$ cat config.mk
export PLATFORM = sky130hd
export DESIGN_NAME = console_line_editor
export DESIGN_NICKNAME = d
export VERILOG_FILES = /design/src/rtl/core/cle_pkg.sv /design/src/rtl/core/cle_ctrl.sv /design/src/rtl/core/cle_datapath.sv /design/src/rtl/core/console_line_editor.sv
export SDC_FILE = /design/constraint.sdc
export NUM_CORES = 1
export LEC_CHECK = 0
export ABC_AREA = 1
export BUFFER_PORTS_ARGS = -buffer_cell sky130_fd_sc_hd__buf_2
export CORE_MARGIN = 8
export CORE_UTILIZATION = 50
export DETAILED_ROUTE_END_ITERATION = 8
export PLACE_DENSITY_LB_ADDON = 0.3
export SYNTH_ARGS = -nofsm -noshare
export SYNTH_HDL_FRONTEND = slang
export SYNTH_SLANG_ARGS = --single-unit
$ cat constraint.sdc
create_clock -name clk -period 3.4 [get_ports clk]
set_input_delay 0.34 -clock clk [delete_from_list [all_inputs] [get_ports clk]]
set_output_delay 0.34 -clock clk [all_outputs]
set_load 0.1 [all_outputs]
$ cat src/rtl/core/cle_pkg.sv
// cle_pkg: shared types and constants of the console line editor.
// Used by cle_ctrl, cle_datapath, console_line_editor and the testbench. No dependencies.
`timescale 1ns / 1ps

package cle_pkg;

  localparam logic [7:0] CH_LF     = 8'h0A;
  localparam logic [7:0] CH_CR     = 8'h0D;
  localparam logic [7:0] CH_CTRL_P = 8'h10;
  localparam logic [7:0] CH_BS     = 8'h08;
  localparam logic [7:0] CH_SPACE  = 8'h20;
  localparam logic [7:0] CH_DEL    = 8'h7F;

  localparam logic DEST_ECHO   = 1'b0;
  localparam logic DEST_READER = 1'b1;

  localparam int CFG_IDX_W = 1;
  localparam logic [CFG_IDX_W-1:0] REG_LINE_MODE   = 1'b0;
  localparam logic [CFG_IDX_W-1:0] REG_ECHO_ENABLE = 1'b1;

  // controller -> datapath
  typedef struct packed {
    logic capture;
    logic update;
    logic clear_idx;
    logic emit_echo;
    logic emit_flush;
  } cle_cmd_t;

  // datapath -> controller
  typedef struct packed {
    logic has_echo;
    logic echo_last;
    logic has_flush;
    logic flush_last;
    logic out_free;
  } cle_stat_t;

endpackage

$ cat src/rtl/core/cle_ctrl.sv
// cle_ctrl: sequencer of the console line editor.
// Depends on cle_pkg; drives cle_datapath through cle_cmd_t / cle_stat_t.
`timescale 1ns / 1ps

module cle_ctrl (
  input  logic              clk,
  input  logic              rst,
  input  logic              in_valid,
  output logic              in_ready,
  input  cle_pkg::cle_stat_t stat,
  output cle_pkg::cle_cmd_t  cmd
);

  typedef enum logic [2:0] {
    S_IDLE,
    S_UPDATE,
    S_ECHO,
    S_PREP,
    S_FLUSH
  } state_t;

  state_t state;
  state_t state_next;

  always_comb begin
    state_next = state;
    cmd        = '0;
    in_ready   = 1'b0;
    unique case (state)
      S_IDLE: begin
        in_ready    = 1'b1;
        cmd.capture = in_valid;
        if (in_valid) begin
          state_next = S_UPDATE;
        end
      end
      S_UPDATE: begin
        cmd.update    = 1'b1;
        cmd.clear_idx = 1'b1;
        state_next    = S_ECHO;
      end
      S_ECHO: begin
        if (!stat.has_echo) begin
          cmd.clear_idx = 1'b1;
          state_next    = stat.has_flush ? S_PREP : S_IDLE;
        end else if (stat.out_free) begin
          cmd.emit_echo = 1'b1;
          if (stat.echo_last) begin
            cmd.clear_idx = 1'b1;
            state_next    = stat.has_flush ? S_PREP : S_IDLE;
          end
        end
      end
      S_PREP: begin
        state_next = S_FLUSH;
      end
      S_FLUSH: begin
        if (stat.out_free) begin
          cmd.emit_flush = 1'b1;
          if (stat.flush_last) begin
            state_next = S_IDLE;
          end
        end
      end
      default: state_next = S_IDLE;
    endcase
  end

  always_ff @(posedge clk) begin
    if (rst) begin
      state <= S_IDLE;
    end else begin
      state <= state_next;
    end
  end

endmodule

$ cat src/rtl/core/cle_datapath.sv
// cle_datapath: config registers, line store, line length and output register.
// Depends on cle_pkg; commanded by cle_ctrl.
`timescale 1ns / 1ps

module cle_datapath #(
  parameter int LINE_DEPTH = 32
) (
  input  logic                            clk,
  input  logic                            rst,
  input  logic                            cfg_valid,
  input  logic [cle_pkg::CFG_IDX_W-1:0]   cfg_index,
  input  logic                            cfg_data,
  input  logic [7:0]                      rx_byte,
  input  logic                            chunk_end,
  input  cle_pkg::cle_cmd_t               cmd,
  output cle_pkg::cle_stat_t              stat,
  output logic                            out_valid,
  input  logic                            out_ready,
  output logic                            destination,
  output logic [7:0]                      out_byte,
  output logic                            last
);

  localparam int LW = $clog2(LINE_DEPTH + 1);
  localparam int IW = $clog2(LINE_DEPTH);

  logic          line_mode;
  logic          echo_enable;
  logic [7:0]    cur_byte;
  logic          cur_end;
  logic [LW-1:0] line_length;
  logic [LW-1:0] flush_count;
  logic [1:0]    echo_count;
  logic [LW-1:0] idx;
  logic [7:0]    line_store [LINE_DEPTH];
  logic [7:0]    rd_data;

  logic          is_ctrl_p;
  logic          is_del;
  logic          is_eol;
  logic          do_store;
  logic          flush_now;
  logic          raw_end;
  logic [LW-1:0] len_inc;
  logic [LW-1:0] len_after;
  logic [LW-1:0] line_length_next;
  logic [LW-1:0] flush_count_next;
  logic [1:0]    echo_count_next;
  logic [IW-1:0] rd_addr;
  logic [7:0]    echo_byte;

  always_comb begin
    is_ctrl_p = (cur_byte == cle_pkg::CH_CTRL_P);
    is_del    = (cur_byte == cle_pkg::CH_DEL);
    is_eol    = (cur_byte == cle_pkg::CH_LF) || (cur_byte == cle_pkg::CH_CR);
    do_store  = !is_ctrl_p && !(line_mode && is_del);
    len_inc   = line_length + LW'(1);
    flush_now = is_eol || (len_inc >= LW'(LINE_DEPTH));
    raw_end   = cur_end && !line_mode;
    if (do_store) begin
      len_after = flush_now ? '0 : len_inc;
    end else if (!is_ctrl_p && (line_length != '0)) begin
      len_after = line_length - LW'(1);
    end else begin
      len_after = line_length;
    end
    if (do_store && flush_now) begin
      flush_count_next = len_inc;
    end else if (raw_end) begin
      flush_count_next = len_after;
    end else begin
      flush_count_next = '0;
    end
    line_length_next = raw_end ? '0 : len_after;
    if (is_ctrl_p || !echo_enable) begin
      echo_count_next = 2'd0;
    end else if (is_del) begin
      echo_count_next = 2'd3;
    end else begin
      echo_count_next = 2'd1;
    end
  end

  always_comb begin
    if (is_del) begin
      echo_byte = (idx == LW'(1)) ? cle_pkg::CH_SPACE : cle_pkg::CH_BS;
    end else begin
      echo_byte = cur_byte;
    end
    rd_addr = cmd.emit_flush ? (idx[IW-1:0] + IW'(1)) : idx[IW-1:0];
  end

  assign stat.has_echo   = (echo_count != 2'd0);
  assign stat.echo_last  = (idx == (LW'(echo_count) - LW'(1)));
  assign stat.has_flush  = (flush_count != '0);
  assign stat.flush_last = (idx == (flush_count - LW'(1)));
  assign stat.out_free   = !out_valid || out_ready;

  always_ff @(posedge clk) begin
    if (cmd.update && do_store) begin
      line_store[line_length[IW-1:0]] <= cur_byte;
    end
    rd_data <= line_store[rd_addr];
  end

  always_ff @(posedge clk) begin
    if (rst) begin
      line_mode   <= 1'b0;
      echo_enable <= 1'b1;
      line_length <= '0;
      flush_count <= '0;
      echo_count  <= 2'd0;
      idx         <= '0;
      out_valid   <= 1'b0;
    end else begin
      if (cfg_valid) begin
        unique case (cfg_index)
          cle_pkg::REG_LINE_MODE:   line_mode   <= cfg_data;
          cle_pkg::REG_ECHO_ENABLE: echo_enable <= cfg_data;
          default: ;
        endcase
      end
      if (cmd.update) begin
        line_length <= line_length_next;
        flush_count <= flush_count_next;
        echo_count  <= echo_count_next;
      end
      if (cmd.clear_idx) begin
        idx <= '0;
      end else if (cmd.emit_echo || cmd.emit_flush) begin
        idx <= idx + LW'(1);
      end
      if (cmd.emit_echo || cmd.emit_flush) begin
        out_valid <= 1'b1;
      end else if (out_ready) begin
        out_valid <= 1'b0;
      end
    end
  end

  always_ff @(posedge clk) begin
    if (cmd.capture) begin
      cur_byte <= rx_byte;
      cur_end  <= chunk_end;
    end
    if (cmd.emit_echo) begin
      destination <= cle_pkg::DEST_ECHO;
      out_byte    <= echo_byte;
      last        <= stat.echo_last && !stat.has_flush;
    end else if (cmd.emit_flush) begin
      destination <= cle_pkg::DEST_READER;
      out_byte    <= rd_data;
      last        <= stat.flush_last;
    end
  end

`ifndef SYNTHESIS
  a_len_below_depth: assert property (@(posedge clk) disable iff (rst)
    line_length < LW'(LINE_DEPTH))
    else $error("line length reached depth without flush");

  a_flush_clears_line: assert property (@(posedge clk) disable iff (rst)
    cmd.update |=> (flush_count == '0) || (line_length == '0))
    else $error("flush left bytes in line store");

  a_emit_when_free: assert property (@(posedge clk) disable iff (rst)
    (cmd.emit_echo || cmd.emit_flush) |-> stat.out_free)
    else $error("output word overwritten");

  a_flush_needs_bytes: assert property (@(posedge clk) disable iff (rst)
    cmd.emit_flush |-> stat.has_flush)
    else $error("flush emit with empty flush count");
`endif

endmodule

$ cat src/rtl/core/console_line_editor.sv
// console_line_editor: top level of the console input line editor.
// Depends on cle_pkg, cle_ctrl and cle_datapath.
//
//   channel  signals                                   direction
//   cfg      cfg_valid/cfg_ready, cfg_index, cfg_data  in (always ready)
//   in       in_valid/in_ready, rx_byte, chunk_end     in
//   out      out_valid/out_ready, destination,         out
//            out_byte, last
//
// A byte passes through capture (S_IDLE), S_UPDATE and S_ECHO, which emits no echo word, one, or three (DEL).
// A line flush adds S_PREP for the store read setup, then S_FLUSH emits one word per stored byte.
// Intake is closed from acceptance until the last word is loaded in the output register.
// A stalled output holds the sequencer; reset clears the line length, sets raw mode, echo on.
`timescale 1ns / 1ps

module console_line_editor #(
  parameter int LINE_DEPTH = 32
) (
  input  logic                          clk,
  input  logic                          rst,
  input  logic                          cfg_valid,
  output logic                          cfg_ready,
  input  logic [cle_pkg::CFG_IDX_W-1:0] cfg_index,
  input  logic                          cfg_data,
  input  logic                          in_valid,
  output logic                          in_ready,
  input  logic [7:0]                    rx_byte,
  input  logic                          chunk_end,
  output logic                          out_valid,
  input  logic                          out_ready,
  output logic                          destination,
  output logic [7:0]                    out_byte,
  output logic                          last
);

  cle_pkg::cle_cmd_t  cmd;
  cle_pkg::cle_stat_t stat;

  assign cfg_ready = 1'b1;

  cle_ctrl u_ctrl (
    .clk      (clk),
    .rst      (rst),
    .in_valid (in_valid),
    .in_ready (in_ready),
    .stat     (stat),
    .cmd      (cmd)
  );

  cle_datapath #(
    .LINE_DEPTH (LINE_DEPTH)
  ) u_datapath (
    .clk         (clk),
    .rst         (rst),
    .cfg_valid   (cfg_valid),
    .cfg_index   (cfg_index),
    .cfg_data    (cfg_data),
    .rx_byte     (rx_byte),
    .chunk_end   (chunk_end),
    .cmd         (cmd),
    .stat        (stat),
    .out_valid   (out_valid),
    .out_ready   (out_ready),
    .destination (destination),
    .out_byte    (out_byte),
    .last        (last)
  );

endmodule

* Word-level counts from Yosys, hierarchy flattened
Memory sizes are Yosys's and may differ from the RTL's. A register that Yosys moved wholly into a read port is not among the register bits.
Cells that the tools add are included.
** Word-level totals
- Register bits :: 45
- Bits in writable memories :: 256
- Input port bits :: 16
- Output and inout bits :: 13
- Logic and storage cells :: 104
- Memories kept :: 1
** Operators by class
- $add $sub $neg :: 6
- $lt $le $gt $ge :: 1
- Eq/ne operators :: 16
- Mux-type cells :: 38
- Bitwise logic cells :: 1
- Reductions and logical operators :: 28
** Memory list
- u_datapath.line_store :: depth 32, width 8, read ports 1, clocked after memory_dff 1, write ports 1, RTL line cle_datapath.sv:35 : logic [7:0] line_store [LINE_DEPTH];
** Operator list (count)
- $mux 6 :: 7
- $mux 8 :: 3
- $mux 3 :: 6
- $eq 8x4->1 const B :: 2
- $mux 1 :: 15
- $pmux 3 s5 :: 1
- $add 6x1->6 const B :: 2
- $eq 6x6->1 :: 2
- $reduce_bool 6->1 :: 2
- $sub 6x1->6 const B :: 2
- $eq 8x5->1 const B :: 1
- $eq 8x7->1 const B :: 1
- $mux 2 :: 4
- $logic_and 1x1->1 :: 7
- $eq 3x2->1 const B :: 2
- $eq 6x1->1 const B :: 1
- $ge 6x6->1 const B :: 1
- $logic_not 1->1 :: 6
- $ne 2x2->1 const B :: 3
- $reduce_bool 2->1 :: 3
- $add 5x1->5 const B :: 1
- $logic_or 1x1->1 :: 5
- $mux 5 :: 1
- $reduce_and 5->1 :: 1
- other kinds (10) :: 11

* Depth between registers and ports, before layout
Gate-level depths: netlist of run 1.
- Depth in word-level cells :: 8
- Gate-level depth with buffers :: 14
- Mapped depth without buffers :: 12

* By module
From an unflattened synthesis of run 1, not the netlist that was laid out.
** Unflattened totals
- Cells, all modules :: 1496
- Area total of the unflattened synthesis :: 14123.5 um^2
** By module, submodules not included
- cle_datapath :: instances 1, cells an instance 1457, area each 13890.8 um^2, seq. area each 8868.5 um^2
- cle_ctrl :: instances 1, cells an instance 37, area each 221.5 um^2, seq. area each 60.1 um^2
- console_line_editor :: instances 1, cells an instance 2, area each 11.3 um^2, seq. area each 0.0 um^2

* Worst setup path before layout of run 1
OpenSTA, ideal clock, no wires.
- Path type :: flip-flop to flip-flop
- Start point :: register u_datapath.out_valid
- End point :: register u_datapath.rd_data[6], read port of u_datapath.line_store
- Library setup time :: 0.114 ns
- Data arrival time :: 2.456 ns
- Required time :: 3.286 ns
- Path slack :: 0.831 ns
- Cell stages (with the launch flop) :: 14
- Path buffers :: 2
- Clock period less this slack :: 2.569 ns
- Cells stage by stage :: dfxtp_1 > nand2_1 > nand3_4 > nand2_1 > nand2_1 > buf_4 > clkbuf_1 > nand2_1 > nand3_1 > nand3_1 > nand3_1 > nand2_1 > nand2_1 > nand2_1
** On the way
- Word-level cells in the longest chain between the ends :: 5
** Ends and longest elaborated chain
- start: declaration :: RTL line cle_datapath.sv:17 : output logic out_valid,
- start signal: assignment :: RTL line cle_datapath.sv:114 : out_valid <= 1'b0;
- start signal: assignment :: RTL line cle_datapath.sv:134 : out_valid <= 1'b1;
- start signal: assignment :: RTL line cle_datapath.sv:136 : out_valid <= 1'b0;
- $logic_not 1->1 :: RTL line cle_datapath.sv:97 : assign stat.out_free = !out_valid || out_ready;
- $logic_or 1x1->1 :: RTL line cle_datapath.sv:97
- $mux 1 :: RTL line cle_ctrl.sv:58 : if (stat.out_free) begin
- $mux 1 :: RTL line cle_ctrl.sv:29 : unique case (state)
- $mux 5 :: RTL line cle_datapath.sv:90 : rd_addr = cmd.emit_flush ? (idx[IW-1:0] + IW'(1)) : idx[IW-1:0];
- end: declaration :: RTL line cle_datapath.sv:36 : logic [7:0] rd_data;
Every way passes these cells.
A chain may end at the register's enable or synchronous reset.

* Worst setup path in the final report of run 1
- Start point :: register u_datapath.cur_byte[0]
- End point :: memory u_datapath.line_store[23][6] (enable)
** On the way
- Word-level cells in the longest chain between the ends :: 7
- Elaborated cells between the ends (all ways) :: 9
- Classes of those cells :: eq/ne: 2; mux: 2; reduce/logical: 5
** Ends and longest elaborated chain
- start: declaration :: RTL line cle_datapath.sv:29 : logic [7:0] cur_byte;
- start signal: assignment :: RTL line cle_datapath.sv:143 : cur_byte <= rx_byte;
- $eq 8x7->1 :: RTL line cle_datapath.sv:54 : is_del = (cur_byte == cle_pkg::CH_DEL);
- $logic_and 1x1->1 :: RTL line cle_datapath.sv:56 : do_store = !is_ctrl_p && !(line_mode && is_del);
- $logic_not 1->1 :: RTL line cle_datapath.sv:56
- $logic_and 1x1->1 * :: RTL line cle_datapath.sv:56
- $logic_and 1x1->1 * :: RTL line cle_datapath.sv:100 : if (cmd.update && do_store) begin
- $mux 1 * :: RTL line cle_datapath.sv:100
- $mux 1 (implied by the code) * :: RTL line cle_datapath.sv:101 : line_store[line_length[IW-1:0]] <= cur_byte;
- end: declaration :: RTL line cle_datapath.sv:35
Mark *: on every way between the ends. The rest lies on a longest branch, timed or not.

==> results of run 1 <==
where the power goes:
| group | switching, mW | internal (mW) | leakage [nW] | total (mW) |
|---|---|---|---|---|
| logic | 0.761 | 0.280 | 3.70 | 1.04 |
| clock network | 1.45 | 2.37 | 0.560 | 3.82 |
| registers | 0.0699 | 4.30 | 2.76 | 4.37 |
Yosys cell counts, drive strengths merged:
master and count:
ha 10, o22ai 1, a21oi 13, nand3 277, nand3b 16, nand2 367
o31ai 5, a211oi 1, clkbuf 24, a31oi 1, o211ai 1, or2 2
xor2 10, o21ai 24, inv 300, conb 1, o32ai 1, edfxtp 274
nor3b 1, buf 36, nor2 61, nor3 6, o2111ai 1, xnor2 8
nand4 12, dfxtp 35
registers in the layout, summed over array words and instances (netlist names), 2 cells and up:
signal / count
u_datapath.line_store: 256
u_datapath.cur_byte: 8
u_datapath.idx: 6
u_ctrl.state: 3
u_datapath.flush_count: 6
u_datapath.out_byte: 8
u_datapath.echo_count: 2
u_datapath.line_length: 6
u_datapath.rd_data: 8
per-layer routing:
| metal | GRT usage (%) | wire (um) | up-vias | part of all wire (%) |
|---|---|---|---|---|
| li1 | - | - | 4938 | - |
| met1 | 27.58 | 15180 | 4790 | 44 |
| met2 | 34.49 | 16370 | 372 | 47 |
| met3 | 3.406 | 2413 | 74 | 6.9 |
| met4 | 6.530 | 892 | 0 | 2.6 |
| met5 | 0 | 0 | - | 0 |
cells in the final DEF, fill, tap and decap left out, drive strengths merged, types with 2 or more instances in the layout:
cell | netlist | final
bufinv | 0 | 6
clkinv | 0 | 7
dlygate4sd3 | 0 | 3
nand4 | 12 | 12
o21ai | 24 | 24
nand3 | 277 | 277
xor2 | 10 | 10
dfxtp | 35 | 35
xnor2 | 8 | 8
nor2 | 61 | 61
or2 | 2 | 2
ha | 10 | 10
buf | 36 | 83
clkinvlp | 0 | 2
a21oi | 13 | 13
clkbuf | 24 | 44
edfxtp | 274 | 274
nand3b | 16 | 16
nand2 | 367 | 367
inv | 300 | 301
nor3 | 6 | 6
o31ai | 5 | 5
stage by stage:
stage | std cells | utilization [%] | total power [mW] | setup slack [ns]
2_1_floorplan | 1488 | - | 5.120 | 0.8307
3_3_place_gp | 1889 | 53.72 | 5.471 | 0.7384
3_5_place_dp | 1889 | 53.72 | 5.480 | 0.6624
4_1_cts | 1952 | 57.97 | 9.264 | 0.6615
5_1_grt | 1952 | 57.97 | 9.536 | 0.4292
6_report | 1952 | 57.97 | 9.231 | 0.6234
kinds of logic (layout without fill, tap and decap cells):
| group | after synthesis | in the layout | share of synthesized area [%] |
|---|---|---|---|
| AO/OA/AOI/OAI | 48 | 48 | 2.093 |
| XOR/XNOR | 18 | 18 | 1.108 |
| adder cells (fa/ha/maj) | 10 | 10 | 0.8792 |
| buffers and inverters | 360 | 446 | 10.15 |
| flip-flops | 309 | 309 | 62.74 |
| other | 1 | 1 | 0.02635 |
| AND/OR/NAND/NOR | 742 | 742 | 23.01 |
repair_timing:
item / in CTS / in global routing
hold buffers: 3 / 0
hold endpoints to repair: 3 / 0
gates resized for setup: 0 / 0
setup endpoints to repair: 0 / 0
final cells by class:
type                            instances  area share, %
Sequential cell                       309          55.14
Clock inverter                         16          1.460
Tap cell                              378          2.921
Timing Repair Buffer                   86          3.925
Multi-Input combinational cell        819          23.92
Clock buffer                           44          5.679
Inverter                              300          6.954
how the worst max path moves through the flow:
stage	endpoint	depth (start not counted)	from	slack (ns)
after global routing	u_datapath.line_store[7][7]	9	u_datapath.cur_byte[0]	0.43
after detailed placement	u_datapath.line_store[7][4]	9	u_datapath.cur_byte[0]	0.66
final	u_datapath.line_store[23][6]	9	u_datapath.cur_byte[0]	0.62
after CTS	u_datapath.line_store[7][7]	9	u_datapath.cur_byte[0]	0.66
after floorplan	u_datapath.rd_data[6]	13	u_datapath.out_valid	0.83
after global placement	u_datapath.line_store[7][4]	9	u_datapath.cur_byte[0]	0.74
==> results.json, run 1 <==
{
  "outcome": "complete, no violations",
  "dr.pass1.iters": 7,
  "clockBufferDepth": 3,
  "portBuffers": 27,
  "nFillCells": 2399,
  "timing_hold_violations_final": 0,
  "grt_use_total_pct": 20.76,
  "ys_warn_count": 0,
  "path_cells": "nand2_1 -> nor3_1 -> nand3_1 -> nand2_1 -> inv_1 -> nand2_1 -> inv_1 -> nand2_1 -> nor2_1",
  "critPathLaunchType": "register",
  "vias": 10170,
  "critical-path-top-delay-family": "simple AND/OR/NAND/NOR gates",
  "core_um2": 27930,
  "criticalPathCategory": "reg -> reg",
  "maxCapViolations": 0,
  "endpoint_kind": "register",
  "holdWs_ns": 0.01711,
  "hp-start": "rx_byte[6]",
  "seqCellArea_um2": 8929,
  "syn_area_um2": 14230,
  "root_buffer": "clkbuf_16",
  "hold_depth": 1,
  "fin_crit_sh_pct": 81.66,
  "setup_viol": 0,
  "die_area_um2": 34120,
  "crit_path_top_delay_cell": "nor2_1",
  "drt-initial-drc-count": 1204,
  "cp_max_fo": 9,
  "p_leak_nw": 7.012,
  "rrSetupSlack_ns": 0.62,
  "drc": 0,
  "slowest_delay_ns": 0.60,
  "synthTopCellsByArea": "edfxtp_1, nand3_1, nand2_1, inv_1, dfxtp_1",
  "totalWireLength_um": 34870,
  "wire_per_inst_um": 17.86,
  "synth_top_cell_by_area": "edfxtp_1",
  "grt_first_pass_wirelength_um": 54570,
  "multi_input_area_um2": 3874,
  "cts_setup_buffers": 0,
  "min_to": "u_datapath.cur_byte[6]",
  "syn_to_final_growth_pct": 13.79,
  "crit_buf_inv": 2,
  "r2r-end": "u_datapath.line_store[23][6]",
  "num_rows": 61,
  "fin_crit_ns": 2.777,
  "finalClockSkew_ns": 0.01611,
  "fmax_mhz": 360.2,
  "p_per_area_nw_per_um2": 570.1,
  "place_hpwl_um": 22600,
  "synth.top_cell.area_share_pct": 57.82,
  "die_y_um": 184.7,
  "cts_tree": "built",
  "gp_congestion": 0.9179,
  "grt_max_degree": 65,
  "grt_pass1_vias": 9864,
  "min_path_type": "in -> reg",
  "initial_utilization_pct": 50.95,
  "final_max_slew_viol_count": 0,
  "postPlaceCellArea_um2": 15010,
  "clk_latency_ns": 0.51,
  "clkSinkCount": 309,
  "worstPathArrival_ns": 2.91,
  "synth.avg_cell_area_um2": 9.564,
  "r2r-start": "u_datapath.cur_byte[0]",
  "htreeDepth": 2,
  "drive_gt1_share_pct": 9.339,
  "cp_data_required_time_ns": 3.53,
  "r2r.worst_path.cells": 9,
  "synth_cells": 1488,
  "peakVddDrop_mv": 0.4709,
  "grt_overflow_total": 0,
  "antenna_found_initial": 0,
  "synth_nets": 1514,
  "worst_pin_slew_ns": 0.8806,
  "die_x_um": 184.7,
  "ant_nets": 0,
  "yosysUniqueCellTypes": 39,
  "ios": 29,
  "slew_headroom_pct": 41.08,
  "setup_tns_ns": 0,
  "ys_seq_area_share_pct": 62.74,
  "rsz0062_at_grt": "false",
  "final_nets": 1576,
  "cts.clk_slew.worst_paths_ns": 0.06,
  "vias_per_cell": 5.212,
  "cp_common_cell": "nand2_1",
  "design_area_um2": 16190,
  "synth-seq-cells": 309,
  "diodes": 0,
  "cts_made_buffers": 34
}
Note: power is estimated with default switching activity, not from simulation.
==> run 2, diff against run 1 <==
ABC_AREA = 0   (was 1)
clock period = 2.6 ns   (was 3.4 ns; I/O delays follow)
==> results.json, run 2 <==
{
  "pre_cts_slack_ns": -0.08976,
  "clkPwrFrac_pct": 41.0,
  "crit_buf_inv": 2,
  "largest_reg_flops": 256,
  "finalClockSkew_ns": 0.02395,
  "peakVddDrop_mv": 0.5057,
  "synth_top_cell_by_area": "edfxtp_1",
  "criticalPathCategory": "reg -> reg",
  "maxCapViolations": 0,
  "cts.clk_slew.worst_paths_ns": 0.06,
  "rrSetupSlack_ns": 0.15,
  "design_area_um2": 18230,
  "grt_overflow_total": 0,
  "final_max_slew_viol_count": 0,
  "r2r-end": "u_datapath.rd_data[6]",
  "gp_congestion": 0.8788,
  "worst-path-stages": 7,
  "drive_gt1_share_pct": 28.83,
  "drt-initial-drc-count": 1257,
  "clk_latency_ns": 0.51,
  "postLayoutSetupSlackWorst_ns": 0.1475,
  "die_y_um": 193.2,
  "holdWs_ns": 0.01417,
  "htreeDepth": 2,
  "root_buffer": "clkbuf_16",
  "diodes": 0,
  "endpoint_kind": "register",
  "synthTopCellsByCount": "edfxtp_1, mux4_2, mux2i_1",
  "crit_path_top_delay_cell": "mux4_2",
  "synth-edff-count": 274,
  "postPlaceCellArea_um2": 17020,
  "synth-seq-cells": 309,
  "ios": 29,
  "fmax_mhz": 407.8,
  "critPathLaunchType": "register",
  "totalWireLength_um": 43580,
  "fin_crit_ns": 2.452,
  "dp.cells": 1604,
  "synthArstFlopShare_pct": 0,
  "syn_area_um2": 15700,
  "cp_max_fo": 13,
  "synth_nets": 1162,
  "wire_per_inst_um": 26.02,
  "cp-startpoint": "u_datapath.idx[1]",
  "fin_crit_sh_pct": 94.33,
  "ant_nets": 0,
  "ys.flop_type": "edfxtp_1",
  "hp-start": "cfg_index",
  "place_hpwl_um": 29950,
  "synth_cells": 1136,
  "cts_tree": "built",
  "r2r.worst_path.cells": 7,
  "timing_hold_violations_final": 0,
  "slowest_delay_ns": 0.51,
  "final_cell_mix": "edfxtp_1, buf_4, mux4_2, mux2i_1, nand2_1",
  "p_per_area_nw_per_um2": 617.5,
  "ys_seq_area_share_pct": 56.86,
  "outcome": "complete, no violations",
  "critical-path-top-delay-family": "multiplexers",
  "r2r-start": "u_datapath.idx[1]",
  "portBuffers": 27,
  "min_path_type": "in -> reg",
  "setup_viol": 0,
  "yosysMostFrequentCell": "edfxtp_1",
  "grt_max_degree": 45,
  "final_nets": 1274,
  "worst_pin_slew_ns": 0.6782,
  "final_cell_count_no_fill": 1675,
  "rsz0062_at_grt": "false",
  "switchingPower_mw": 2.636,
  "cts_setup_buffers": 0,
  "grt_first_pass_wirelength_um": 66370,
  "die_area_um2": 37330,
  "vias": 10940,
  "dr.pass1.iters": 5,
  "clkSinkCount": 309,
  "switching_share_pct": 23.42,
  "cp_data_required_time_ns": 2.99,
  "ys_warn_count": 0,
  "worstPathArrival_ns": 2.84,
  "synth.top_cell.area_share_pct": 52.39,
  "initial_utilization_pct": 50.28,
  "die_x_um": 193.2,
  "antenna_found_initial": 0,
  "layout_commonest_cell": "edfxtp_1",
  "grt_use_total_pct": 22.87,
  "clockBufferDepth": 3,
  "p_leak_nw": 6.156,
  "yosysUniqueCellTypes": 79,
  "synthTopCellsByArea": "edfxtp_1, mux4_2, mux2i_1, dfxtp_1, mux2_2",
  "path_cells": "inv_4 -> ha_4 -> buf_4 -> mux2_4 -> mux4_2 -> o2111ai_1 -> nor3_1",
  "slew_headroom_pct": 53.62,
  "core_um2": 31230,
  "drc": 0,
  "synth.avg_cell_area_um2": 13.82,
  "p_comb_share_pct": 9.2,
  "syn_to_final_growth_pct": 16.08,
  "vias_per_cell": 6.533,
  "grt_pass1_vias": 10880,
  "crit_path_end": "u_datapath.rd_data[6]",
  "num_rows": 65,
  "p_int_mw": 8.620,
  "pwr-share-seq_pct": 49.8,
  "cts_made_buffers": 34
}
[run 2: worst min path at each step]
| stage | to | cells past startpoint | slack [ns] |
|---|---|---|---|
| final | u_datapath.echo_enable | 2 | 0.01 |
| after CTS | u_datapath.echo_enable | 2 | 0.006 |
| after global placement | u_datapath.cur_end | 1 | 0.44 |
| after global routing | u_datapath.echo_enable | 2 | 0.04 |
| after floorplan | u_datapath.cur_byte[0] | 0 | 0.36 |
| after detailed placement | u_datapath.cur_end | 1 | 0.44 |
[run 2: worst register-to-register path: stages, from the launching register on]
cell	delay (ns)
dfxtp_4	0.40
inv_4	0.04
ha_4	0.44
buf_4	0.30
mux2_4	0.32
mux4_2	0.51
o2111ai_1	0.23
nor3_1	0.08
[run 2: power by group through the flow]
stage	Sequential [mW]	Clock (mW)	Combinational, mW
after CTS	5.60	4.67	1.02
after global routing	5.61	4.87	1.10
after global placement	5.71	0	0.988
final	5.61	4.62	1.03
after floorplan	5.82	0	0.578
after detailed placement	5.71	0	1.00
[run 2: metrics by stage]
step	power, mW	utilization [%]	setup TNS, ns
2_1_floorplan	6.393	-	-14.80
5_1_grt	11.58	58.37	0
3_3_place_gp	6.694	54.51	-0.3093
6_report	11.26	58.37	0
4_1_cts	11.29	58.26	-0.1860
3_5_place_dp	6.708	54.51	-0.6498
[run 2: layer usage]
metal / part of all wire (%) / track usage [%] / vias up / routed length (um)
met5: 0 / 0 / - / 0
met4: 3.6 / 8.295 / 0 / 1561
met3: 8.6 / 5.085 / 112 / 3753
met2: 46 / 35.90 / 558 / 20230
met1: 41 / 30.99 / 5544 / 18030
li1: - / - / 4729 / -
[run 2: cell families (layout without fill, tap and decap cells)]
family	Yosys count	after routing	share of synthesized area [%]
muxes	200	200	19.78
and+or+nand+nor	282	282	9.083
other	1	1	0.02388
buffers and inverters	106	243	3.474
adders and majority gates	10	10	0.7967
DFF	309	309	56.86
AOI/OAI and AO/OA	209	209	8.884
xor gates and xnor gates	19	19	1.108
[run 2: layout make-up]
cell class                 count  area (um^2)
fill                        2457        13000
sequential                   309         8936
multi-input combinational    721         6326
timing repair buffer         168         1343
clock buffer                  46        969.7
tap                          402        503.0
clock inverter                15        96.34
inverter                      14        55.05
[run 2: what timing repair did]
| item | CTS | global route |
|---|---|---|
| hold buffers | 10 | 0 |
| setup endpoints to repair | 13 | 156 |
| gates resized for setup | 2 | 9 |
| hold endpoints to repair | 11 | 0 |
==> run 3, diff against run 2 <==
--- a/config.mk
+++ b/config.mk
@@ -12,3 +12,3 @@
 export DETAILED_ROUTE_END_ITERATION = 8
-export PLACE_DENSITY_LB_ADDON = 0.3
+export PLACE_DENSITY_LB_ADDON = 0.15
 export SYNTH_ARGS = -nofsm -noshare
==> constraint.sdc (replaced) <==
create_clock -name clk -period 2.4 [get_ports clk]
set_input_delay 0.24 -clock clk [delete_from_list [all_inputs] [get_ports clk]]
set_output_delay 0.24 -clock clk [all_outputs]
set_load 0.005 [all_outputs]
==> results.json, run 3 (synthesis gave the netlist of run 2 again) <==
{
  "outcome": "complete, no violations",
  "antenna_found_initial": 0,
  "vias": 10680,
  "fin_crit_ns": 2.374,
  "largest_reg_flops": 256,
  "slew_headroom_pct": 57.12,
  "min_to": "u_datapath.line_mode",
  "critPathLaunchType": "register",
  "nFillCells": 2441,
  "timing_hold_violations_final": 0,
  "root_buffer": "clkbuf_16",
  "r2r-end": "u_datapath.rd_data[2]",
  "vias_per_cell": 6.280,
  "initial_utilization_pct": 50.28,
  "final_cell_mix": "edfxtp_1, buf_4, mux4_2, mux2i_1, nand2_1",
  "die_area_um2": 37330,
  "grt_first_pass_wirelength_um": 65420,
  "clk_latency_ns": 0.53,
  "p_leak_nw": 6.320,
  "highest_layer": "met4",
  "cp_data_required_time_ns": 2.81,
  "min_path_type": "in -> reg",
  "grt_pass1_vias": 10620,
  "fin_util_pct": 60.26,
  "num_rows": 65,
  "wire_per_inst_um": 25.69,
  "worst_pin_slew_ns": 0.6270,
  "clockBufferDepth": 3,
  "crit_buf_inv": 5,
  "maxCapViolations": 0,
  "cp_common_cell": "buf_4",
  "syn_to_final_growth_pct": 19.84,
  "r2r.worst_path.cells": 11,
  "grt_max_degree": 52,
  "finalClockSkew_ns": 0.02206,
  "core_um2": 31230,
  "route.layer.met1.wl_um": 18840,
  "worstPathArrival_ns": 2.78,
  "critical-path-top-delay-family": "buffers and inverters",
  "setup_viol": 0,
  "final_max_slew_viol_count": 0,
  "die_y_um": 193.2,
  "totalWireLength_um": 43700,
  "holdWs_ns": 0.03190,
  "ant_nets": 0,
  "cts_made_buffers": 35,
  "rsz0062_at_grt": "true",
  "ios": 29,
  "hold_depth": 3,
  "p_per_area_nw_per_um2": 659.4,
  "drc": 0,
  "die_x_um": 193.2,
  "met2WireLength_um": 20470,
  "dr.pass1.iters": 6,
  "clkSinkCount": 309,
  "gp_congestion": 0.8736,
  "pre_cts_slack_ns": -0.1261,
  "place_hpwl_um": 30150,
  "grt_overflow_total": 0,
  "rrSetupSlack_ns": 0.03,
  "hp-start": "cfg_valid",
  "layout_commonest_cell": "edfxtp_1",
  "r2r-start": "u_datapath.idx[1]",
  "slowest_delay_ns": 0.37,
  "peakVddDrop_mv": 0.6352,
  "fin_crit_sh_pct": 98.90,
  "final_nets": 1299,
  "crit_path_top_delay_cell": "dfxtp_4",
  "criticalPathCategory": "reg -> reg",
  "portBuffers": 27,
  "endpoint_kind": "register",
  "cts_tree": "built",
  "fmax_mhz": 421.3,
  "grt_use_total_pct": 22.62,
  "cp_max_fo": 15,
  "htreeDepth": 2,
  "diodes": 0,
  "path_cells": "buf_8 -> inv_4 -> ha_4 -> buf_4 -> buf_12 -> mux2_2 -> o221ai_1 -> o311ai_0 -> a21oi_1 -> buf_4 -> nor3_1",
  "drt-initial-drc-count": 1129,
  "design_power_total_mw": 12.41,
  "wl_met3_um": 3185,
  "setup_tns_ns": 0,
  "drive_gt1_share_pct": 33.03,
  "cts.clk_slew.worst_paths_ns": 0.06,
  "postLayoutSetupSlackWorst_ns": 0.02629
}
## run 3: changes by cell type in the layout (fill, tap and decap cells not counted), sizes merged
cell,before,now
buf,158,179
bufinv,1,3
clkbuf,46,44
clkinv,13,16
clkinvlp,1,0
dlygate4sd3,10,11
inv,14,16
## run 3: worst max-delay path by stage
stage	from	cells past startpoint	end
after floorplan	u_datapath.idx[1]	13	u_datapath.rd_data[6]
final	u_datapath.idx[1]	11	u_datapath.rd_data[2]
after CTS	u_datapath.cur_byte[6]	8	u_datapath.line_store[14][5]
after global placement	u_datapath.idx[1]	9	u_datapath.rd_data[4]
after detailed placement	u_datapath.idx[1]	11	u_datapath.rd_data[4]
after global routing	u_datapath.idx[1]	11	u_datapath.rd_data[2]
## run 3: layer usage
metal / vias to the layer above / global-route usage, %
li1: 4781 / -
met1: 5358 / 31.20
met2: 460 / 35.95
met3: 83 / 4.096
met4: 0 / 7.412
met5: - / 0
## run 3: cell type report
type	count	area (um^2)	share of cell area (%)
clock buffer	42	933.4	4.960
timing repair buffer	192	1680	8.929
multi-input combinational	721	6511	34.60
sequential	309	8937	47.49
tap	402	503.0	2.673
inverter	14	55.05	0.2925
clock inverter	21	198.9	1.057
## run 3: stage by stage
step	instances	instance area [um^2]
after floorplan	1136	15890
after global placement	1609	17190
after detailed placement	1609	17190
after CTS	1686	18540
after global routing	1701	18820
final	1701	18820
## run 3: report_power, final
| group | internal, mW | switching (mW) |
|---|---|---|
| registers | 5.99 | 0.0657 |
| clock network | 3.12 | 2.16 |
| logic | 0.468 | 0.611 |
## run 3: tightest hold or removal path, cell delays in order
cell,delay [ns]
buf_2,0.11
a31oi_1,0.09
nor2_1,0.07
## run 3: repair_timing
item                       4_1_cts  5_1_grt
hold endpoints to repair        11        0
gates cloned                     0        2
hold buffers                    11        0
gates resized for setup         22       36
pin swaps                        3        9
buffers inserted                 3       14
setup endpoints to repair      102      115
